## config.mk

```make
export PLATFORM = sky130hd
export DESIGN_NAME = dgmt_row_logic
export DESIGN_NICKNAME = d
export VERILOG_FILES = /design/src/rtl/core/device_group_membership_table_top_defines.svh /design/src/rtl/core/dgmt_pkg.sv /design/src/rtl/core/dgmt_row_logic.sv
export SDC_FILE = /design/constraint.sdc
export NUM_CORES = 1
export LEC_CHECK = 0
export ABC_AREA = 0
export BUFFER_PORTS_ARGS = -buffer_cell sky130_fd_sc_hd__buf_4
export CAP_MARGIN = 15
export CORE_MARGIN = 3
export CORE_UTILIZATION = 42
export DETAILED_ROUTE_END_ITERATION = 8
export GPL_TIMING_DRIVEN = 0
export PLACE_DENSITY = 0.82
export SYNTH_ARGS = -nofsm -noshare
export SYNTH_HDL_FRONTEND = slang
export SYNTH_SLANG_ARGS = --single-unit
```

## constraint.sdc

```tcl
create_clock -name vclk -period 1.1
set_input_delay 0 -clock vclk [all_inputs]
set_output_delay 0 -clock vclk [all_outputs]
set_load 0.02 [all_outputs]
```

## src/rtl/core/device_group_membership_table_top_defines.svh

```systemverilog
// Assertion macros for the group membership table.
`ifndef DEVICE_GROUP_MEMBERSHIP_TABLE_TOP_DEFINES_SVH
`define DEVICE_GROUP_MEMBERSHIP_TABLE_TOP_DEFINES_SVH

`ifndef ASSERT_OFF
// Property checked on every edge outside reset.
`define DGMT_ASSERT(lbl, clk, rst, prop, msg) \
  lbl: assert property (@(posedge clk) disable iff (rst) prop) else $error(msg);
// Property checked on every edge, reset included.
`define DGMT_ASSERT_ALWAYS(lbl, clk, prop, msg) \
  lbl: assert property (@(posedge clk) prop) else $error(msg);
`else
`define DGMT_ASSERT(lbl, clk, rst, prop, msg)
`define DGMT_ASSERT_ALWAYS(lbl, clk, prop, msg)
`endif

`endif

```

## src/rtl/core/dgmt_pkg.sv

```systemverilog
`timescale 1ns / 1ps

package dgmt_pkg;

  localparam int ACTION_W = 3;
  localparam int DEVICE_W = 10;
  localparam int GROUP_W  = 8;
  localparam int STATUS_W = 2;

  localparam logic [ACTION_W-1:0] ACT_QUERY     = 3'd0;
  localparam logic [ACTION_W-1:0] ACT_INSERT    = 3'd1;
  localparam logic [ACTION_W-1:0] ACT_REMOVE    = 3'd2;
  localparam logic [ACTION_W-1:0] ACT_CLR_DEV   = 3'd3;
  localparam logic [ACTION_W-1:0] ACT_CLR_GROUP = 3'd4;

  localparam logic [STATUS_W-1:0] ST_OK         = 2'd0;
  localparam logic [STATUS_W-1:0] ST_BAD_DEVICE = 2'd1;
  localparam logic [STATUS_W-1:0] ST_BAD_GROUP  = 2'd2;
  localparam logic [STATUS_W-1:0] ST_TOO_MANY   = 2'd3;

  // Per-row lookup result handed from the row logic to the sequencer.
  typedef struct packed {
    logic hit;   // some slot holds the group
    logic full;  // no empty slot left
  } row_flags_t;

endpackage

```

## src/rtl/core/dgmt_row_logic.sv

```systemverilog
`timescale 1ns / 1ps

module dgmt_row_logic #(
  parameter int SLOTS = 4
) (
  input  logic [SLOTS*dgmt_pkg::GROUP_W-1:0]  row,
  input  logic [dgmt_pkg::GROUP_W-1:0]        group,
  input  logic [dgmt_pkg::ACTION_W-1:0]       action,
  output logic [SLOTS*dgmt_pkg::GROUP_W-1:0]  row_next,
  output dgmt_pkg::row_flags_t                flags
);
  import dgmt_pkg::*;

  logic [SLOTS-1:0] match;
  logic [SLOTS-1:0] empty;
  logic [SLOTS-1:0] first_empty;
  logic [SLOTS*GROUP_W-1:0] ins_row;
  logic [SLOTS*GROUP_W-1:0] rem_row;

  always_comb begin
    logic seen;
    seen = 1'b0;
    for (int s = 0; s < SLOTS; s++) begin
      match[s]       = (row[s*GROUP_W +: GROUP_W] == group);
      empty[s]       = (row[s*GROUP_W +: GROUP_W] == '0);
      first_empty[s] = empty[s] && !seen;
      seen           = seen || empty[s];
    end
  end

  always_comb begin
    for (int s = 0; s < SLOTS; s++) begin
      ins_row[s*GROUP_W +: GROUP_W] = (first_empty[s] && !(|match)) ?
                                      group : row[s*GROUP_W +: GROUP_W];
      rem_row[s*GROUP_W +: GROUP_W] = match[s] ? '0 : row[s*GROUP_W +: GROUP_W];
    end
  end

  assign flags.hit  = |match;
  assign flags.full = !(|empty);

  always_comb begin
    unique case (action)
      ACT_INSERT:                row_next = ins_row;
      ACT_REMOVE, ACT_CLR_GROUP: row_next = rem_row;
      ACT_CLR_DEV:               row_next = '0;
      default:                   row_next = row;
    endcase
  end

endmodule

```

==> impl_metrics.yaml, run 1 <==
power:
  ir_drop_uv: 298
  clockPowerShare_pct: 0
  pwr-share-seq_pct: 0
  switchingPower_uw: 529
  swShare_pct: 50.4
  p_total_uw: 1050
  pwr-share-comb_pct: 100.0
  cellPowerDensity_nw_per_um2: 425
  leakagePower_uw: 0.00112
  p_int_uw: 519
synth:
  syn_area_per_cell_sq_um: 6.40
  seq_area_frac_synth_pct: 0
  syn-num-nets: 239
  netlist_area_sq_um: 1250
  yosysWarningCount: 0
  netlist_instances: 196
  ys_types: 29
timing:
  period_share_pct: 147
  rsz0062_at_grt: "true"
  min_period_ns: 1.61
  clock.fmax_mhz: 620
  setup_ws_ns: -0.513
  finalHoldViolCount: 0
  tightestPinTransition_ns: 0.854
  setup_violations: 34
  slew_violations: 0
  relSlewSlack_pct: 42.8
  whs_ns: 0.324
placement:
  dpl.cell_count: 296
  numPortBuffers: 69
  gp_congestion: 0.895
  dp_slack_ns: -0.674
  place_hpwl_um: 3490
route:
  drt_pass1_iterations: 4
  drt-total-wl_um: 6000
  drt_iter0_drc: 116
  avgRoutedWirePerCell_um: 19.5
  drc_errors: 0
  postRouteAntennaNets: 0
  via_per_inst: 6.40
  routed-via-count: 1972
outcome:
  status: "finished, violations left"
  violations: "setup timing"
floorplanning:
  row_count: 19
  core-area_sq_um: 2810
  die-width_um: 60.6
  die_area_sq_um: 3680
  io_pins: 77
  chipHeight_um: 60.6
  initial_core_util_pct: 44.7
critical_path:
  worstSetupEndpointType: "output port"
  cp.arrival_ns: 1.61
  crit_fanout: 8
  worstSetupPathType: "input port to output port"
  cp.required_ns: 1.10
  crit_path_start_kind: "input port"
layout:
  fin_cells: 308
  n_clock_buffer: 0
  final_nets: 322
  diodes: 0
  drive_gt1_share_pct: 57.0
  seq_cells: 0
  ff_latch_area_sq_um: 0
  syn_to_final_growth_pct: 96.7
global_route:
  first_global_vias: 1732
  grt_use_total_pct: 27.7
  grt_pass1_wl_um: 8040
  grt-ovfl-total: 0
  grt_max_degree: 11
  grt_antenna_before_repair: 0
worst_hold_path:
  holdCritPathClass: "input port to output port"
job:
  max_cap_violations: 0
==> power groups by stage <==
stage	Sequential (uW)	Combinational, uW	Clock, uW
after global placement	0	842	0
after CTS	0	913	0
after detailed placement	0	852	0
after global routing	0	1100	0
after floorplan	0	509	0
final	0	1050	0
==> cell families (layout without fill, tap and decap cells) <==
kind of cell	Yosys count	count (layout)	synth area share [%]
simple gates	127	128	55.4
xor+xnor	32	32	22.4
compound gates	21	21	11.3
buf+inv	16	96	11.0
==> cell usage after synthesis <==
library cell | number | area share (%)
a21oi_1 | 2 | 0.80
nand2b_1 | 1 | 0.50
clkbuf_1 | 2 | 0.60
buf_6 | 7 | 6.3
nor3b_2 | 2 | 2.0
nand4b_2 | 1 | 1.2
nor2_1 | 5 | 1.5
and3_2 | 1 | 0.60
a41oi_1 | 2 | 1.4
and3_1 | 8 | 4.0
nand2_1 | 35 | 10
nand4_2 | 1 | 1.0
buf_4 | 3 | 1.8
nand4_1 | 15 | 7.5
buf_2 | 2 | 0.80
o21ai_2 | 1 | 0.70
or4_1 | 6 | 3.6
nor2_2 | 3 | 1.5
xnor2_1 | 32 | 22
nor4_4 | 1 | 1.7
nor2b_1 | 5 | 2.5
o21ai_1 | 9 | 3.6
a22o_1 | 6 | 4.2
buf_8 | 1 | 1.2
o21bai_1 | 1 | 0.60
nor4_1 | 2 | 1.0
inv_1 | 1 | 0.30
nor3_1 | 1 | 0.40
nand3_1 | 40 | 16
==> critical path: stages <==
cell      delay [ns]
buf_6           0.13
xnor2_1         0.15
nand4_1         0.15
nor2_4          0.06
nor4_4          0.36
buf_4           0.18
nand4b_4        0.21
o21ai_1         0.19
buf_4           0.16
==> timing repair <==
| item | 4_1_cts | 5_1_grt |
|---|---|---|
| cloned | 1 | 1 |
| pin swaps | 13 | 29 |
| hold buffers | 0 | 0 |
| gates resized for setup | 30 | 47 |
| buffers inserted | 8 | 3 |
| setup endpoints to repair | 34 | 34 |
==> area by class of cell <==
cell class / count / area (sq um)
plain buffers: 14 / 168
fillers: 160 / 339
inverters: 1 / 8.76
multi-input cells: 181 / 1490
well taps: 31 / 38.8
repair buffers: 81 / 764
==> path summary, 6_finish.rpt <==
check,start,end,slack [ns],cells past startpoint
max,group[1],row_next[14],-0.51,9
min,row[2],row_next[2],0.32,3
==> metal layers <==
layer  vias to the layer above  routed length (um)  part of all wire [%]  global-route usage, %
met1                       931                2180                    36                   37.2
met2                       125                3090                    52                   48.5
met3                        29                 461                   7.7                   1.28
met4                         0                 260                   4.3                   6.81
li1                        887                   -                     -                      -
met5                         -                   0                     0                      0
==> through the flow <==
stage	setup TNS (ns)	cell area [sq um]	util [%]
after floorplan	-5.47	1470	-
after CTS	-10.47	2220	79.1
final	-14.75	2470	87.9
after global placement	-15.76	2030	72.3
after detailed placement	-16.11	2030	72.3
after global routing	-16.50	2470	87.9
==> placed cells by master, fill, tap and decap left out, drive strengths merged, types with 5 or more instances in the layout <==
master / instances
o21ai: 10
nor2b: 5
nand2: 35
and3: 9
nand3: 40
or4: 6
xnor2: 32
nor2: 9
buf: 92
nand4: 16
a22o: 6
No activity file was read; power rests on OpenSTA's default activity.
==> run 2, diff against run 1 <==
--- a/config.mk
+++ b/config.mk
@@ -12,7 +12,7 @@
 export CORE_UTILIZATION = 42
 export DETAILED_ROUTE_END_ITERATION = 8
 export GPL_TIMING_DRIVEN = 0
-export PLACE_DENSITY = 0.82
+export PLACE_DENSITY = 0.92
 export SYNTH_ARGS = -nofsm -noshare
 export SYNTH_HDL_FRONTEND = slang
 export SYNTH_SLANG_ARGS = --single-unit
==> run 2 against run 1 <==
The run ends with DRC, setup timing left. Flip-flop and latch count is the same. Cell area grew 8.3%. Utilization grew 7.3 points. Largest cell class unchanged. Largest power group unchanged. Highest routed layer unchanged.
==> impl_metrics.yaml, run 2 (synthesis results as in run 1) <==
outcome:
  status: "finished, violations left"
  violations: "DRC, setup timing"
worst_hold_path:
  holdCritPathClass: "input port to output port"
  min_to: "row_next[2]"
  hold_depth: 3
  hold_start: "row[2]"
floorplanning:
  die-width_um: 60.6
  initial_core_util_pct: 44.7
  core-area_sq_um: 2810
  row_count: 19
  chipHeight_um: 60.6
  die_area_sq_um: 3680
  io_pins: 77
timing:
  min_period_ns: 1.71
  finalHoldViolCount: 0
  clock.fmax_mhz: 583
  setup_violations: 34
  relSlewSlack_pct: 47.5
  period_share_pct: 156
  tightestPinTransition_ns: 0.782
  slew_violations: 0
  rsz0062_at_grt: "true"
  fin_setup_tns_ns: -17.84
  setup_ws_ns: -0.614
route:
  avgRoutedWirePerCell_um: 27.1
  routed-via-count: 2407
  drt-total-wl_um: 8620
  drc_errors: 14
  via_per_inst: 7.57
  drt_pass1_iterations: 9
  drt_iter0_drc: 459
  postRouteAntennaNets: 0
clocking:
  cts_hold_buf: 0
layout:
  n_clock_buffer: 0
  drive_gt1_share_pct: 62.7
  diodes: 0
  final_common_cell: "buf_4"
  syn_to_final_growth_pct: 113
  seq_cells: 0
  fillers: 69
  ff_latch_area_sq_um: 0
  final_nets: 332
  post-route-util_pct: 95.2
  layout_common_cells: "49 x buf_4, 43 x buf_6, 34 x nand2_1"
power:
  leakagePower_uw: 0.00119
  ir_drop_uv: 335
  cellPowerDensity_nw_per_um2: 434
critical_path:
  cp.required_ns: 1.10
  worstSetupPathType: "input port to output port"
  crit_start: "group[7]"
  crit_fanout: 7
  worstSetupEndpointType: "output port"
  crit_path_start_kind: "input port"
  cp.arrival_ns: 1.71
global_route:
  grt_max_degree: 11
  grt_use_total_pct: 31.3
  grt_antenna_before_repair: 0
  grt_pass1_wl_um: 8980
  grt-ovfl-total: 0
  first_global_vias: 1902
placement:
  place_hpwl_um: 3580
  numPortBuffers: 69
  gp_congestion: 0.872
job:
  max_cap_violations: 0
[run 2: layer usage]
layer / GRT usage, % / up-vias / wire (um)
li1: - / 909 / -
met1: 39.0 / 1100 / 2830
met2: 56.8 / 283 / 4000
met3: 2.34 / 115 / 1070
met4: 9.91 / 0 / 724
met5: 0 / - / 0
[run 2: metrics by stage]
stage	hold slack (ns)	setup slack [ns]	area, sq um	power, uW	cells
5_1_grt	0.327	-0.779	2670	1200	318
2_1_floorplan	0.126	-0.232	1470	509	196
3_5_place_dp	0.332	-0.632	2030	851	296
4_1_cts	0.315	-0.367	2330	933	312
6_report	0.317	-0.614	2670	1160	318
3_3_place_gp	0.326	-0.613	2030	841	296
[run 2: worst max-delay path by stage]
stage | to | slack [ns] | cells past startpoint
final | row_next[18] | -0.61 | 11
after global routing | row_next[29] | -0.78 | 10
after CTS | row_next[8] | -0.37 | 9
after detailed placement | row_next[31] | -0.63 | 7
after global placement | row_next[31] | -0.61 | 7
after floorplan | row_next[11] | -0.23 | 7
[run 2: layout make-up]
type	count	area, sq um	area share [%]
inverters	1	8.76	0.328
plain buffers	15	181	6.79
repair buffers	89	843	31.6
well taps	31	38.8	1.45
multi-input cells	182	1600	59.8
[run 2: what timing repair did]
| item | in CTS | in global routing |
|---|---|---|
| pin swaps | 12 | 32 |
| resized for setup | 39 | 57 |
| gates cloned | 3 | 0 |
| setup endpoints to repair | 34 | 34 |
| buffers inserted | 13 | 6 |
[run 2: where the power goes]
group / total (uW) / leakage (uW) / internal [uW] / switching (uW)
Sequential: 0 / 0 / 0 / 0
Clock: 0 / 0 / 0 / 0
Combinational: 1160 / 0.00119 / 545 / 615
Total: 1160 / 0.00119 / 545 / 615
[run 2: critical path, cell delays in order]
cell,delay (ns)
buf_12,0.12
xnor2_1,0.26
nand4_1,0.19
nor2_2,0.29
nor4_4,0.10
buf_6,0.15
buf_6,0.13
buf_6,0.11
nand4_1,0.12
nand3_2,0.10
buf_6,0.14
